`src/rtl/psg_tone_noise_synth_macros.svh`:
```
// ----------------------------------------------------------------------------
// Assertion macros for the sound generator block.
// Each macro checks an implication on the rising edge of clk and is
// disabled while rst_n is low.
// ----------------------------------------------------------------------------
`ifndef PSG_TONE_NOISE_SYNTH_MACROS_SVH
`define PSG_TONE_NOISE_SYNTH_MACROS_SVH

// Same-cycle implication.
`define PSG_ASSERT_IMPL(lbl, ante, cons, msg) \
  lbl: assert property (@(posedge clk) disable iff (!rst_n) (ante) |-> (cons)) \
    else $error(msg);

// Next-cycle implication.
`define PSG_ASSERT_NEXT(lbl, ante, cons, msg) \
  lbl: assert property (@(posedge clk) disable iff (!rst_n) (ante) |=> (cons)) \
    else $error(msg);

`endif

```
`src/rtl/psg_pkg.sv`:
```
`timescale 1ns / 1ps
// ----------------------------------------------------------------------------
// psg_pkg
// Shared types and constants of the tone and noise sound generator.
// ----------------------------------------------------------------------------
package psg_pkg;

  // Configuration register indexes.
  typedef enum logic [2:0] {
    CFG_CLOCK_IN      = 3'd0,
    CFG_SAMPLE_RATE   = 3'd1,
    CFG_LFSR_PRESET   = 3'd2,
    CFG_WHITE_TAPS    = 3'd3,
    CFG_PERIODIC_TAPS = 3'd4
  } cfg_idx_t;

  // Reset values of the configuration registers.
  localparam logic [21:0] CLOCK_IN_RST      = 22'd3579545;
  localparam logic [17:0] SAMPLE_RATE_RST   = 18'd44100;
  localparam logic [31:0] LFSR_PRESET_RST   = 32'd16384;
  localparam logic [31:0] WHITE_TAPS_RST    = 32'd73728;
  localparam logic [31:0] PERIODIC_TAPS_RST = 32'd65536;

  // Noise increment after reset, from the reset clock and sample rate.
  localparam logic [31:0] NOISE_INC_RST =
    32'(((64'd3579545 / 64'd512) << 16) / 64'd44100);

  // Serial divider widths.
  localparam int DIV_DW = 38;
  localparam int DIV_SW = 18;

  // Channel of the noise generator.
  localparam logic [1:0] NOISE_CH = 2'd3;

  // Operation classes produced by the front end.
  typedef enum logic [2:0] {
    OP_NONE    = 3'd0,
    OP_TICK    = 3'd1,
    OP_VOL     = 3'd2,
    OP_TONE_LO = 3'd3,
    OP_NOISE   = 3'd4,
    OP_DIV_HI  = 3'd5
  } op_kind_t;

  typedef struct packed {
    op_kind_t           kind;
    logic               chip;
    logic               chip_ok;
    logic [1:0]         ch;
    logic [5:0]         arg;
    logic signed [15:0] mix;
  } psg_op_t;

  typedef struct packed {
    logic [21:0] clock_in;
    logic [17:0] sample_rate;
    logic [31:0] lfsr_preset;
    logic [31:0] white_taps;
    logic [31:0] periodic_taps;
  } psg_cfg_t;

  // Full state of one generator, read and written as one row.
  typedef struct packed {
    logic [3:0][9:0]  divider;
    logic [3:0][12:0] volume;
    logic [3:0]       muted;
    logic [3:0]       polarity;
    logic [3:0][31:0] phase;
    logic [3:0][31:0] increment;
    logic [31:0]      lfsr;
    logic [2:0]       mode;
    logic             white;
  } chip_row_t;

  typedef struct packed {
    logic idle;
    logic div_busy;
    logic summing;
  } psg_bk_st_t;

  // Attenuation table entry: 2 dB steps down from full scale.
  function automatic logic [12:0] vol_entry(input int unsigned full, input int idx);
    logic [63:0] acc;
    logic [12:0] res;
    acc = 64'(full) << 22;
    for (int i = 1; i <= 14; i++) begin
      if (i <= idx) begin
        acc = (acc * 64'd250000000) / 64'd314731353;
      end
    end
    if (idx == 0) begin
      res = 13'(full);
    end else if (idx >= 15) begin
      res = '0;
    end else begin
      res = acc[34:22];
    end
    return res;
  endfunction

endpackage

```
`src/rtl/psg_front.sv`:
```
`timescale 1ns / 1ps
// ----------------------------------------------------------------------------
// psg_front
// Accepts input transactions, classifies command bytes and queues them.
// ----------------------------------------------------------------------------
module psg_front import psg_pkg::*; #(
  parameter int NUM_CHIPS = 2
) (
  input  logic               clk,
  input  logic               rst_n,
  input  logic               in_valid,
  output logic               in_stall,
  input  logic               in_cmd,
  input  logic               in_chip,
  input  logic [7:0]         in_data,
  input  logic signed [15:0] in_mix_in,
  output logic               q_valid,
  output psg_op_t            q_op,
  input  logic               q_pop,
  output logic [1:0]         fq_count
);

  logic [1:0] cur_ch_r [NUM_CHIPS];
  psg_op_t    mem_r [2];
  logic       wr_ptr_r;
  logic       rd_ptr_r;
  logic [1:0] count_r;
  logic [1:0] count_nxt;
  psg_op_t    op_c;
  logic       push;
  logic       chip_ok;

  assign chip_ok  = (32'(in_chip) < NUM_CHIPS);
  assign in_stall = (count_r == 2'd2);
  assign push     = in_valid && !in_stall;
  assign q_valid  = (count_r != 2'd0);
  assign q_op     = mem_r[rd_ptr_r];
  assign fq_count = count_r;

  // Classify the incoming transaction.
  always_comb begin
    op_c         = '0;
    op_c.chip    = in_chip;
    op_c.chip_ok = chip_ok;
    op_c.mix     = in_mix_in;
    op_c.kind    = OP_NONE;
    if (in_cmd) begin
      op_c.kind = OP_TICK;
    end else if (chip_ok) begin
      if (in_data[7]) begin
        op_c.ch = in_data[6:5];
        if (in_data[4]) begin
          op_c.kind = OP_VOL;
          op_c.arg  = {2'b00, in_data[3:0]};
        end else if (in_data[6:5] != NOISE_CH) begin
          op_c.kind = OP_TONE_LO;
          op_c.arg  = {2'b00, in_data[3:0]};
        end else begin
          op_c.kind = OP_NOISE;
          op_c.arg  = {3'b000, in_data[2:0]};
        end
      end else begin
        op_c.kind = OP_DIV_HI;
        op_c.ch   = cur_ch_r[in_chip];
        op_c.arg  = in_data[5:0];
      end
    end
  end

  always_comb begin
    count_nxt = count_r;
    if (push && !q_pop) begin
      count_nxt = count_r + 2'd1;
    end else if (!push && q_pop) begin
      count_nxt = count_r - 2'd1;
    end
  end

  // Queue pointers and latched channel per generator.
  always_ff @(posedge clk) begin
    if (!rst_n) begin
      wr_ptr_r <= 1'b0;
      rd_ptr_r <= 1'b0;
      count_r  <= '0;
      for (int c = 0; c < NUM_CHIPS; c++) begin
        cur_ch_r[c] <= '0;
      end
    end else begin
      count_r <= count_nxt;
      if (push) begin
        wr_ptr_r <= !wr_ptr_r;
        if (!in_cmd && chip_ok && in_data[7]) begin
          cur_ch_r[in_chip] <= in_data[6:5];
        end
      end
      if (q_pop) begin
        rd_ptr_r <= !rd_ptr_r;
      end
    end
  end

  // Queue storage.
  always_ff @(posedge clk) begin
    if (push) begin
      mem_r[wr_ptr_r] <= op_c;
    end
  end

endmodule

```
`src/rtl/psg_div.sv`:
```
`timescale 1ns / 1ps
// ----------------------------------------------------------------------------
// psg_div
// Restoring serial divider, one quotient bit per cycle.
// ----------------------------------------------------------------------------
module psg_div import psg_pkg::*; (
  input  logic              clk,
  input  logic              rst_n,
  input  logic              start,
  input  logic [DIV_DW-1:0] dividend,
  input  logic [DIV_SW-1:0] divisor,
  output logic              busy,
  output logic              done,
  output logic [DIV_DW-1:0] quot
);

  localparam int CW = $clog2(DIV_DW + 1);

  logic [DIV_DW-1:0] quot_r;
  logic [DIV_SW-1:0] rem_r;
  logic [DIV_SW-1:0] dvs_r;
  logic [CW-1:0]     cnt_r;
  logic              busy_r;
  logic              done_r;
  logic [DIV_SW:0]   trial;
  logic              fits;

  assign trial = {rem_r, quot_r[DIV_DW-1]};
  assign fits  = (trial >= {1'b0, dvs_r});
  assign busy  = busy_r;
  assign done  = done_r;
  assign quot  = quot_r;

  // Control of the iteration count.
  always_ff @(posedge clk) begin
    if (!rst_n) begin
      busy_r <= 1'b0;
      done_r <= 1'b0;
      cnt_r  <= '0;
    end else begin
      done_r <= 1'b0;
      if (start) begin
        busy_r <= 1'b1;
        cnt_r  <= CW'(DIV_DW);
      end else if (busy_r) begin
        cnt_r <= cnt_r - 1'b1;
        if (cnt_r == CW'(1)) begin
          busy_r <= 1'b0;
          done_r <= 1'b1;
        end
      end
    end
  end

  // Shift and subtract datapath.
  always_ff @(posedge clk) begin
    if (start) begin
      quot_r <= dividend;
      rem_r  <= '0;
      dvs_r  <= divisor;
    end else if (busy_r) begin
      quot_r <= {quot_r[DIV_DW-2:0], fits};
      rem_r  <= fits ? DIV_SW'(trial - {1'b0, dvs_r}) : trial[DIV_SW-1:0];
    end
  end

endmodule

```
`src/rtl/psg_back.sv`:
```
`timescale 1ns / 1ps
// ----------------------------------------------------------------------------
// psg_back
// Executes queued operations: register updates, increment computation
// through the serial divider, sample ticks and the output register.
// ----------------------------------------------------------------------------
module psg_back import psg_pkg::*; #(
  parameter int NUM_CHIPS         = 2,
  parameter int VOLUME_FULL_SCALE = 7680
) (
  input  logic               clk,
  input  logic               rst_n,
  input  psg_cfg_t           cfg,
  input  logic               q_valid,
  input  psg_op_t            q_op,
  output logic               q_pop,
  output logic               out_valid,
  input  logic               out_stall,
  output logic signed [15:0] out_sample,
  output logic               out_chip_out,
  output psg_bk_st_t         bk_st
);

  typedef enum logic [3:0] {
    S_IDLE = 4'b0001,
    S_EXEC = 4'b0010,
    S_DIV  = 4'b0100,
    S_SUM  = 4'b1000
  } bk_state_t;

  bk_state_t          state_r, state_nxt;
  psg_op_t            op_r, op_nxt;
  chip_row_t          rows_r [NUM_CHIPS];
  chip_row_t          row_cur, row_nxt, row_tick;
  logic               row_we;
  logic [1:0]         job_ch_r, job_ch_nxt;
  logic               job_stage_r, job_stage_nxt;
  logic               job_dbl_r, job_dbl_nxt;
  logic               out_valid_r, out_valid_nxt;
  logic signed [15:0] out_sample_r, out_sample_nxt;
  logic               out_chip_r, out_chip_nxt;
  logic [12:0]        vol_tab [16];

  logic               div_start;
  logic [DIV_DW-1:0]  div_dividend;
  logic [DIV_SW-1:0]  div_divisor;
  logic               div_busy;
  logic               div_done;
  logic [DIV_DW-1:0]  div_quot;

  logic               tone_go;
  logic [9:0]         tone_d;
  logic [1:0]         tone_tgt;
  logic               noise_go;
  logic [1:0]         noise_r;
  logic [12:0]        f_noise;
  logic               sr_zero;
  logic [DIV_DW:0]    q_ext;
  logic [31:0]        inc_sat;
  logic signed [15:0] sum_s;
  logic signed [17:0] mix_s;
  logic signed [15:0] sat_s;
  logic               out_free;

  // Attenuation table, fixed at elaboration.
  for (genvar i = 0; i < 16; i++) begin : g_vol
    assign vol_tab[i] = vol_entry(VOLUME_FULL_SCALE, i);
  end

  psg_div u_div (
    .clk      (clk),
    .rst_n    (rst_n),
    .start    (div_start),
    .dividend (div_dividend),
    .divisor  (div_divisor),
    .busy     (div_busy),
    .done     (div_done),
    .quot     (div_quot)
  );

  assign row_cur  = rows_r[op_r.chip];
  assign sr_zero  = (cfg.sample_rate == '0);
  assign out_free = !out_valid_r || !out_stall;
  assign f_noise  = 13'(cfg.clock_in[21:9] >> noise_r);
  assign q_ext    = job_dbl_r ? {div_quot, 1'b0} : {1'b0, div_quot};
  assign inc_sat  = (|q_ext[DIV_DW:32]) ? 32'hFFFF_FFFF : q_ext[31:0];

  // One sample step of every audible channel of the addressed generator.
  always_comb begin
    logic [31:0] ps;
    logic [31:0] lf;
    ps       = '0;
    lf       = '0;
    row_tick = row_cur;
    for (int j = 0; j < 4; j++) begin
      ps = row_cur.phase[j] + row_cur.increment[j];
      if (row_cur.volume[j] != '0 && !row_cur.muted[j]) begin
        row_tick.phase[j] = ps;
        if (ps[16]) begin
          row_tick.phase[j] = {16'h0000, ps[15:0]};
          if (j != 3) begin
            row_tick.polarity[j] = !row_cur.polarity[j];
          end else begin
            lf = row_cur.lfsr;
            if (lf[0]) begin
              lf = lf ^ (row_cur.white ? cfg.white_taps : cfg.periodic_taps);
            end
            lf = lf >> 1;
            row_tick.lfsr        = lf;
            row_tick.polarity[3] = lf[0];
          end
        end
      end
    end
  end

  // Channel sum and saturated mix.
  always_comb begin
    sum_s = '0;
    if (op_r.chip_ok) begin
      for (int j = 0; j < 4; j++) begin
        if (row_cur.volume[j] != '0 && !row_cur.muted[j]) begin
          if (row_cur.polarity[j]) begin
            sum_s = sum_s - $signed({3'b000, row_cur.volume[j]});
          end else begin
            sum_s = sum_s + $signed({3'b000, row_cur.volume[j]});
          end
        end
      end
    end
    mix_s = {{2{op_r.mix[15]}}, op_r.mix} + {{2{sum_s[15]}}, sum_s};
    if (mix_s > 18'sd32767) begin
      sat_s = 16'sh7FFF;
    end else if (mix_s < -18'sd32768) begin
      sat_s = 16'sh8000;
    end else begin
      sat_s = mix_s[15:0];
    end
  end

  // Sequencer.
  always_comb begin
    state_nxt      = state_r;
    op_nxt         = op_r;
    row_nxt        = row_cur;
    row_we         = 1'b0;
    q_pop          = 1'b0;
    job_ch_nxt     = job_ch_r;
    job_stage_nxt  = job_stage_r;
    job_dbl_nxt    = job_dbl_r;
    div_start      = 1'b0;
    div_dividend   = '0;
    div_divisor    = '0;
    tone_go        = 1'b0;
    tone_d         = '0;
    tone_tgt       = '0;
    noise_go       = 1'b0;
    noise_r        = '0;
    out_valid_nxt  = out_valid_r && out_stall;
    out_sample_nxt = out_sample_r;
    out_chip_nxt   = out_chip_r;

    unique case (state_r)
      S_IDLE: begin
        if (q_valid) begin
          q_pop     = 1'b1;
          op_nxt    = q_op;
          state_nxt = S_EXEC;
        end
      end
      S_EXEC: begin
        state_nxt = S_IDLE;
        unique case (op_r.kind)
          OP_TICK: begin
            if (op_r.chip_ok) begin
              row_nxt = row_tick;
              row_we  = 1'b1;
            end
            state_nxt = S_SUM;
          end
          OP_VOL: begin
            row_nxt.volume[op_r.ch] = vol_tab[op_r.arg[3:0]];
            row_we = 1'b1;
          end
          OP_TONE_LO: begin
            row_nxt.divider[op_r.ch][3:0] = op_r.arg[3:0];
            row_we = 1'b1;
          end
          OP_NOISE: begin
            row_nxt.mode        = op_r.arg[2:0];
            row_nxt.white       = op_r.arg[2];
            row_nxt.lfsr        = cfg.lfsr_preset;
            row_nxt.polarity[3] = cfg.lfsr_preset[0];
            row_we              = 1'b1;
            if (op_r.arg[1:0] == 2'd3) begin
              tone_go  = 1'b1;
              tone_d   = row_cur.divider[2];
              tone_tgt = NOISE_CH;
            end else begin
              noise_go = 1'b1;
              noise_r  = op_r.arg[1:0];
            end
          end
          OP_DIV_HI: begin
            row_nxt.divider[op_r.ch][9:4] = op_r.arg;
            row_we = 1'b1;
            if (op_r.ch != NOISE_CH) begin
              tone_go  = 1'b1;
              tone_d   = {op_r.arg, row_cur.divider[op_r.ch][3:0]};
              tone_tgt = op_r.ch;
            end else if (row_cur.mode[1:0] == 2'd3) begin
              tone_go  = 1'b1;
              tone_d   = row_cur.divider[2];
              tone_tgt = NOISE_CH;
            end
          end
          default: begin
          end
        endcase

        // Tone increment: mute or start clock / (32 * divider).
        if (tone_go) begin
          if (tone_d <= 10'd2) begin
            row_nxt.muted[tone_tgt] = 1'b1;
          end else begin
            row_nxt.muted[tone_tgt] = 1'b0;
            div_start     = 1'b1;
            div_dividend  = {21'd0, cfg.clock_in[21:5]};
            div_divisor   = {8'd0, tone_d};
            job_ch_nxt    = tone_tgt;
            job_stage_nxt = 1'b0;
            job_dbl_nxt   = 1'b1;
            state_nxt     = S_DIV;
          end
        end

        // Noise increment: shifted clock scaled by the sample rate.
        if (noise_go) begin
          row_nxt.muted[NOISE_CH] = 1'b0;
          if (sr_zero) begin
            row_nxt.increment[NOISE_CH] = '0;
          end else begin
            div_start     = 1'b1;
            div_dividend  = {9'd0, f_noise, 16'h0000};
            div_divisor   = cfg.sample_rate;
            job_ch_nxt    = NOISE_CH;
            job_stage_nxt = 1'b1;
            job_dbl_nxt   = 1'b0;
            state_nxt     = S_DIV;
          end
        end
      end
      S_DIV: begin
        if (div_done) begin
          if (!job_stage_r) begin
            if (sr_zero) begin
              row_nxt.increment[job_ch_r] = '0;
              row_we    = 1'b1;
              state_nxt = S_IDLE;
            end else begin
              div_start     = 1'b1;
              div_dividend  = {5'd0, div_quot[16:0], 16'h0000};
              div_divisor   = cfg.sample_rate;
              job_stage_nxt = 1'b1;
            end
          end else begin
            row_nxt.increment[job_ch_r] = inc_sat;
            row_we    = 1'b1;
            state_nxt = S_IDLE;
          end
        end
      end
      S_SUM: begin
        if (out_free) begin
          out_valid_nxt  = 1'b1;
          out_sample_nxt = sat_s;
          out_chip_nxt   = op_r.chip;
          state_nxt      = S_IDLE;
        end
      end
      default: begin
        state_nxt = S_IDLE;
      end
    endcase
  end

  // Control registers.
  always_ff @(posedge clk) begin
    if (!rst_n) begin
      state_r     <= S_IDLE;
      out_valid_r <= 1'b0;
    end else begin
      state_r     <= state_nxt;
      out_valid_r <= out_valid_nxt;
    end
  end

  // Generator state rows.
  always_ff @(posedge clk) begin
    if (!rst_n) begin
      for (int c = 0; c < NUM_CHIPS; c++) begin
        rows_r[c]              <= '0;
        rows_r[c].lfsr         <= LFSR_PRESET_RST;
        rows_r[c].polarity[3]  <= LFSR_PRESET_RST[0];
        rows_r[c].increment[3] <= NOISE_INC_RST;
      end
    end else if (row_we) begin
      rows_r[op_r.chip] <= row_nxt;
    end
  end

  // Payload registers.
  always_ff @(posedge clk) begin
    op_r         <= op_nxt;
    job_ch_r     <= job_ch_nxt;
    job_stage_r  <= job_stage_nxt;
    job_dbl_r    <= job_dbl_nxt;
    out_sample_r <= out_sample_nxt;
    out_chip_r   <= out_chip_nxt;
  end

  assign out_valid    = out_valid_r;
  assign out_sample   = out_sample_r;
  assign out_chip_out = out_chip_r;

  assign bk_st.idle     = (state_r == S_IDLE);
  assign bk_st.div_busy = div_busy;
  assign bk_st.summing  = (state_r == S_SUM);

endmodule

```
`src/rtl/psg_tone_noise_synth.sv`:
```
`timescale 1ns / 1ps
// ----------------------------------------------------------------------------
// psg_tone_noise_synth
// Generators of three square-wave tones and one noise channel each.
// Usage: the input channel (in_valid/in_stall) carries a transaction with
// in_cmd 0 for a command byte (in_data) or 1 for a sample tick that adds
// the generator output to in_mix_in. Each tick gives one result on the
// output channel (out_valid/out_stall); a command byte gives none.
// Transactions enter a two-entry queue and are executed in order.
// A tick passes through the queue, the execute state and the summing
// state into the output register. A volume or low-divider byte is done
// in the execute state; a byte that sets a tone increment runs up to
// two 38-step serial divisions, a fixed-rate noise byte at most one.
// Configuration (cfg_valid/cfg_ready) is always ready; the user must
// write it only while the block is idle; the block does not enforce it.
// Reset clears the queue and loads all generators and cfg registers with
// their reset values. A stalled result holds in the output register; the
// next tick waits for it, while the queue keeps accepting until full.
// ----------------------------------------------------------------------------
`include "psg_tone_noise_synth_macros.svh"

module psg_tone_noise_synth import psg_pkg::*; #(
  parameter int NUM_CHIPS         = 2,
  parameter int VOLUME_FULL_SCALE = 7680
) (
  input  logic               clk,
  input  logic               rst_n,
  input  logic               in_valid,
  output logic               in_stall,
  input  logic               in_cmd,
  input  logic               in_chip,
  input  logic [7:0]         in_data,
  input  logic signed [15:0] in_mix_in,
  output logic               out_valid,
  input  logic               out_stall,
  output logic signed [15:0] out_sample,
  output logic               out_chip_out,
  input  logic               cfg_valid,
  output logic               cfg_ready,
  input  logic [2:0]         cfg_index,
  input  logic [31:0]        cfg_data
);

  psg_cfg_t   cfg_r;
  logic       q_valid;
  psg_op_t    q_op;
  logic       q_pop;
  logic [1:0] fq_count;
  psg_bk_st_t bk_st;

  assign cfg_ready = 1'b1;

  // Configuration registers.
  always_ff @(posedge clk) begin
    if (!rst_n) begin
      cfg_r.clock_in      <= CLOCK_IN_RST;
      cfg_r.sample_rate   <= SAMPLE_RATE_RST;
      cfg_r.lfsr_preset   <= LFSR_PRESET_RST;
      cfg_r.white_taps    <= WHITE_TAPS_RST;
      cfg_r.periodic_taps <= PERIODIC_TAPS_RST;
    end else if (cfg_valid && cfg_ready) begin
      unique case (cfg_index)
        CFG_CLOCK_IN:      cfg_r.clock_in      <= cfg_data[21:0];
        CFG_SAMPLE_RATE:   cfg_r.sample_rate   <= cfg_data[17:0];
        CFG_LFSR_PRESET:   cfg_r.lfsr_preset   <= cfg_data;
        CFG_WHITE_TAPS:    cfg_r.white_taps    <= cfg_data;
        CFG_PERIODIC_TAPS: cfg_r.periodic_taps <= cfg_data;
        default: begin
        end
      endcase
    end
  end

  psg_front #(
    .NUM_CHIPS (NUM_CHIPS)
  ) u_front (
    .clk       (clk),
    .rst_n     (rst_n),
    .in_valid  (in_valid),
    .in_stall  (in_stall),
    .in_cmd    (in_cmd),
    .in_chip   (in_chip),
    .in_data   (in_data),
    .in_mix_in (in_mix_in),
    .q_valid   (q_valid),
    .q_op      (q_op),
    .q_pop     (q_pop),
    .fq_count  (fq_count)
  );

  psg_back #(
    .NUM_CHIPS         (NUM_CHIPS),
    .VOLUME_FULL_SCALE (VOLUME_FULL_SCALE)
  ) u_back (
    .clk          (clk),
    .rst_n        (rst_n),
    .cfg          (cfg_r),
    .q_valid      (q_valid),
    .q_op         (q_op),
    .q_pop        (q_pop),
    .out_valid    (out_valid),
    .out_stall    (out_stall),
    .out_sample   (out_sample),
    .out_chip_out (out_chip_out),
    .bk_st        (bk_st)
  );

  // An empty queue always takes a transaction.
  `PSG_ASSERT_IMPL(a_empty_no_stall, fq_count == 2'd0, !in_stall, "stall with empty queue")
  // A new result comes only from the summing step.
  `PSG_ASSERT_IMPL(a_out_from_sum, $rose(out_valid), $past(bk_st.summing), "result outside sum")
  // The divider runs only for an operation in progress.
  `PSG_ASSERT_IMPL(a_div_not_idle, bk_st.div_busy, !bk_st.idle, "divider busy while idle")
  // A pop from a full queue frees a slot for the next cycle.
  `PSG_ASSERT_NEXT(a_pop_leaves_room, q_pop && fq_count == 2'd2, !in_stall || in_valid, "queue stuck after pop")

endmodule

```
`config.mk`:
```
export PLATFORM = sky130hd
export DESIGN_NAME = psg_tone_noise_synth
export DESIGN_NICKNAME = d
export VERILOG_FILES = /design/src/rtl/psg_pkg.sv /design/src/rtl/psg_front.sv /design/src/rtl/psg_div.sv /design/src/rtl/psg_back.sv /design/src/rtl/psg_tone_noise_synth.sv
export VERILOG_INCLUDE_DIRS = /design/src /design/src/rtl
export SDC_FILE = /design/constraint.sdc
export NUM_CORES = 2
export LEC_CHECK = 0
export BUFFER_PORTS_ARGS = -buffer_cell sky130_fd_sc_hd__clkbuf_2
export CAP_MARGIN = 20
export CELL_PAD_IN_SITES_DETAIL_PLACEMENT = 1
export CELL_PAD_IN_SITES_GLOBAL_PLACEMENT = 2
export CORE_MARGIN = 2
export CORE_UTILIZATION = 42
export CTS_CLUSTER_SIZE = 40
export DETAILED_ROUTE_END_ITERATION = 6
export PLACE_DENSITY = 0.77
export SLEW_MARGIN = 20
export SYNTH_ARGS = -nofsm -noshare
export SYNTH_HDL_FRONTEND = slang
export SYNTH_SLANG_ARGS = --single-unit
```
`constraint.sdc`:
```
create_clock -name clk -period 16.2 [get_ports clk]
set_input_delay 3.24 -clock clk [delete_from_list [all_inputs] [get_ports clk]]
set_output_delay 3.24 -clock clk [all_outputs]
set_load 0.02 [all_outputs]
```
==> flow_metrics.tcl <==
set metrics [dict create \
    grt_max_degree 106 \
    synth_area_um2 46510 \
    netlist_instances 4685 \
    ys_seq_elements 827 \
    clk_pin_slew_ns 0.06 \
    drc_errors 0 \
    worstPathRequired_ns 16.60 \
    area_growth_pct 10.81 \
    cpMostUsedCell "a21o_1" \
    drtIter0Drc 2270 \
    numCtsBuffers 98 \
    yosysMostFrequentCell "nand2_1" \
    wirelength_mm 143.9 \
    vias 35590 \
    overflow 0 \
    worst_setup_path_start_kind "register" \
    cts_resized 0 \
    async_reset_ff_share_pct 0 \
    hp-class "reg2reg" \
    numPortBuffers 84 \
    worst-path-stages 34 \
    max_freq_mhz 93.56 \
    cts_root_buf "clkbuf_16" \
    cap_violations 0 \
    die_y_um 336.8 \
    ant_nets 0 \
    synthTopCellsByCount "680 x nand2_1, 663 x edfxtp_1, 586 x nor2_1" \
    clockBufferDepth 3 \
    final_nets 4908 \
    grt_pass1_wl_mm 221.0 \
    crit_buf_inv 3 \
    clock_sinks 827 \
    finalWorstSetupSlack_ns 5.511 \
    cp_max_fo 57 \
    nFillCells 12300 \
    tritoncts "done" \
    seq_area_frac_synth_pct 49.86 \
    worstMarginPinSlew_ns 1.181 \
    status "finished, final reports clean" \
    hold_viol_final 0 \
    rows 122 \
    slew_viol_final 0 \
    ys.flop_type "edfxtp_1" \
    vdd_ir_drop_max_mv 0.2709 \
    setup_viol 0 \
    antenna_found_initial 4 \
    htreeDepth 3 \
    tns_ns 0 \
    start_util_pct 42.20 \
    fin_crit_sh_pct 65.98 \
    yosys.area.top_type_share_pct 42.80 \
    die_w_um 336.8 \
    core-area_um2 110200 \
    dr.pass1.iters 5 \
    total_leakage_power_uw 0.01929 \
    arrival_ns 11.08 \
    slew-limit-headroom_pct 20.95 \
    layout-drive-gt1-share_pct 11.09 \
    crit-reg2reg-launch "u_back.op_r[25]" \
    power_density_nw_per_um2 195.9 \
    synth_edf_count 663 \
    yosys.area.top_type "edfxtp_1" \
    io_pins 86 \
    min_period_ns 10.69 \
    pre_cts_ws_ns 5.566 \
    end_kind "register" \
    worstSetupEndpoint "u_back.out_sample[1]" \
    first_global_vias 36640 \
    syn_avg_cell_area_um2 9.928 \
    yosysWarnings 0 \
    via_per_inst 5.695 \
    post_cts_buffers 0 \
    dp_hpwl_mm 94.67 \
    rsz0062_at_grt "no" \
    die_area_um2 113400 \
    worstReg2RegEnd "u_back.out_sample[1]" \
    place.gp.congestion 0.8255 \
    clkLatencyLatePin_ns 0.69 \
    ff2ff_path_depth 34 \
    skew_ns 0.01950 \
    critPathTopFamily "compound AO/OA/AOI/OAI gates" \
    slowest_delay_ns 0.79 \
    crit_start "u_back.op_r[25]" \
    synth_nets 4916 \
    yosys.cell_types.count 95 \
    grt_use_total_pct 25.31 \
    reg2reg_slack_ns 5.51 \
    synth_area_leaders "edfxtp_1 43%, dfxtp_1 7.1%, nand2_1 5.5%, nor2_1 4.7%, ha_1 4.2%" \
    slowest_stage "nor2_1" \
    path_class "reg2reg" \
    cts_hold_buf 0 \
    wl_per_cell_um 23.04 \
]
worst register-to-register path, delay by kind of cell, from the launching register on:
| kind | cells | cell delay (ns) |
|---|---|---|
| compound gates | 18 | 4.44 |
| xor+xnor | 3 | 0.38 |
| fa+ha+maj | 4 | 1.27 |
| buf+inv | 3 | 1.44 |
| flops | 1 | 0.50 |
| mux | 1 | 0.63 |
| simple gates | 5 | 1.77 |
per-layer routing:
metal,routed length [um],share of wire [%],global-route usage (%)
met1,66770,46,34.75
met2,67530,47,41.98
met3,5625,3.9,3.146
met4,4005,2.8,7.247
met5,13,0.0090,0
cell usage in the layout (no fill, tap or decap), types with 13 or more instances in the layout:
master	count
and2_1	34
o21ai_0	210
edfxtp_1	663
and3_1	47
xor2_1	45
dfxtp_1	164
a31oi_1	41
a211oi_1	20
or3_1	18
nor3_1	58
nand3_1	84
o21bai_1	49
a22oi_1	37
clkbuf_1	35
nand2b_1	24
a21boi_0	124
ha_1	156
nand2_1	676
clkinv_2	16
mux2_2	169
a21o_1	51
nor2_1	582
o211ai_1	32
o21a_1	15
mux2i_1	182
clkinv_1	13
buf_4	69
nor4_1	15
a22o_1	25
o22ai_1	40
xnor2_1	158
nor2b_1	30
inv_1	132
clkbuf_16	100
clkbuf_2	83
a21oi_1	322
sequential cells by signal, summed over array words and instances (netlist names), 2 cells and up:
register / flops
u_back.u_div.quot: 38
u_front.cur_ch_r: 4
cfg_r: 129
u_back.u_div.dvs_r: 18
u_back.u_div.rem_r: 18
u_back.out_sample: 16
u_back.job_ch_r: 2
u_front.mem_r: 56
u_back.state_r: 4
u_back.u_div.cnt_r: 6
u_back.op_r: 28
u_front.fq_count: 2
u_back.rows_r: 498
power breakdown:
group | switching [uW] | internal [uW] | total [uW] | leakage, uW
Sequential | 108 | 2650 | 2760 | 0.00796
Combinational | 3090 | 2080 | 5170 | 0.00982
Clock | 923 | 1250 | 2170 | 0.00152
Total | 4120 | 5980 | 10100 | 0.0193
worst min-delay path by stage:
stage              start  slack (ns)  cells after the start   endpoint
6_report        cfg_r[1]        0.46                      2   cfg_r[1]
5_1_grt        cfg_r[50]        0.49                      2  cfg_r[50]
4_1_cts        cfg_r[77]        0.47                      2  cfg_r[77]
3_5_place_dp   cfg_r[77]        0.46                      2  cfg_r[77]
3_3_place_gp   cfg_r[73]        0.45                      2  cfg_r[73]
2_1_floorplan  cfg_r[16]        0.44                      2  cfg_r[16]
cells by family (layout without fill, tap and decap cells):
family,Yosys count,in the layout,synth area share (%)
AND/OR/NAND/NOR,1656,1656,15.34
AO/OA/AOI/OAI,1071,1071,14.54
flip-flops,827,827,49.86
buffers and inverters,399,474,3.397
multiplexers,360,360,8.328
XOR/XNOR,206,206,3.941
adder cells (fa/ha/maj),165,165,4.584
other,1,2,0.008062
metrics by stage:
| stage | hold slack, ns | cells | utilization (%) | area [um^2] | total power, uW |
|---|---|---|---|---|---|
| floorplan | 0.4406 | 4685 | - | 46510 | 6696 |
| global placement | 0.4518 | 6063 | 43.92 | 48400 | 7838 |
| detailed placement | 0.4577 | 6063 | 43.92 | 48410 | 7974 |
| CTS | 0.4667 | 6246 | 46.74 | 51510 | 10190 |
| global route | 0.4855 | 6248 | 46.76 | 51540 | 10880 |
| finish | 0.4637 | 6249 | 46.76 | 51540 | 10100 |
layout make-up:
type	instances	area [um^2]	share of cell area (%)
Tap cell	1488	1862	3.612
Clock inverter	37	317.8	0.6166
Sequential cell	827	23190	45.00
Timing Repair Buffer	153	953.4	1.850
Clock buffer	146	2785	5.404
Multi-Input combinational cell	3459	21900	42.49
Antenna cell	1	2.502	0.004855
Inverter	138	526.8	1.022
No activity file was read; power rests on OpenSTA's default activity.
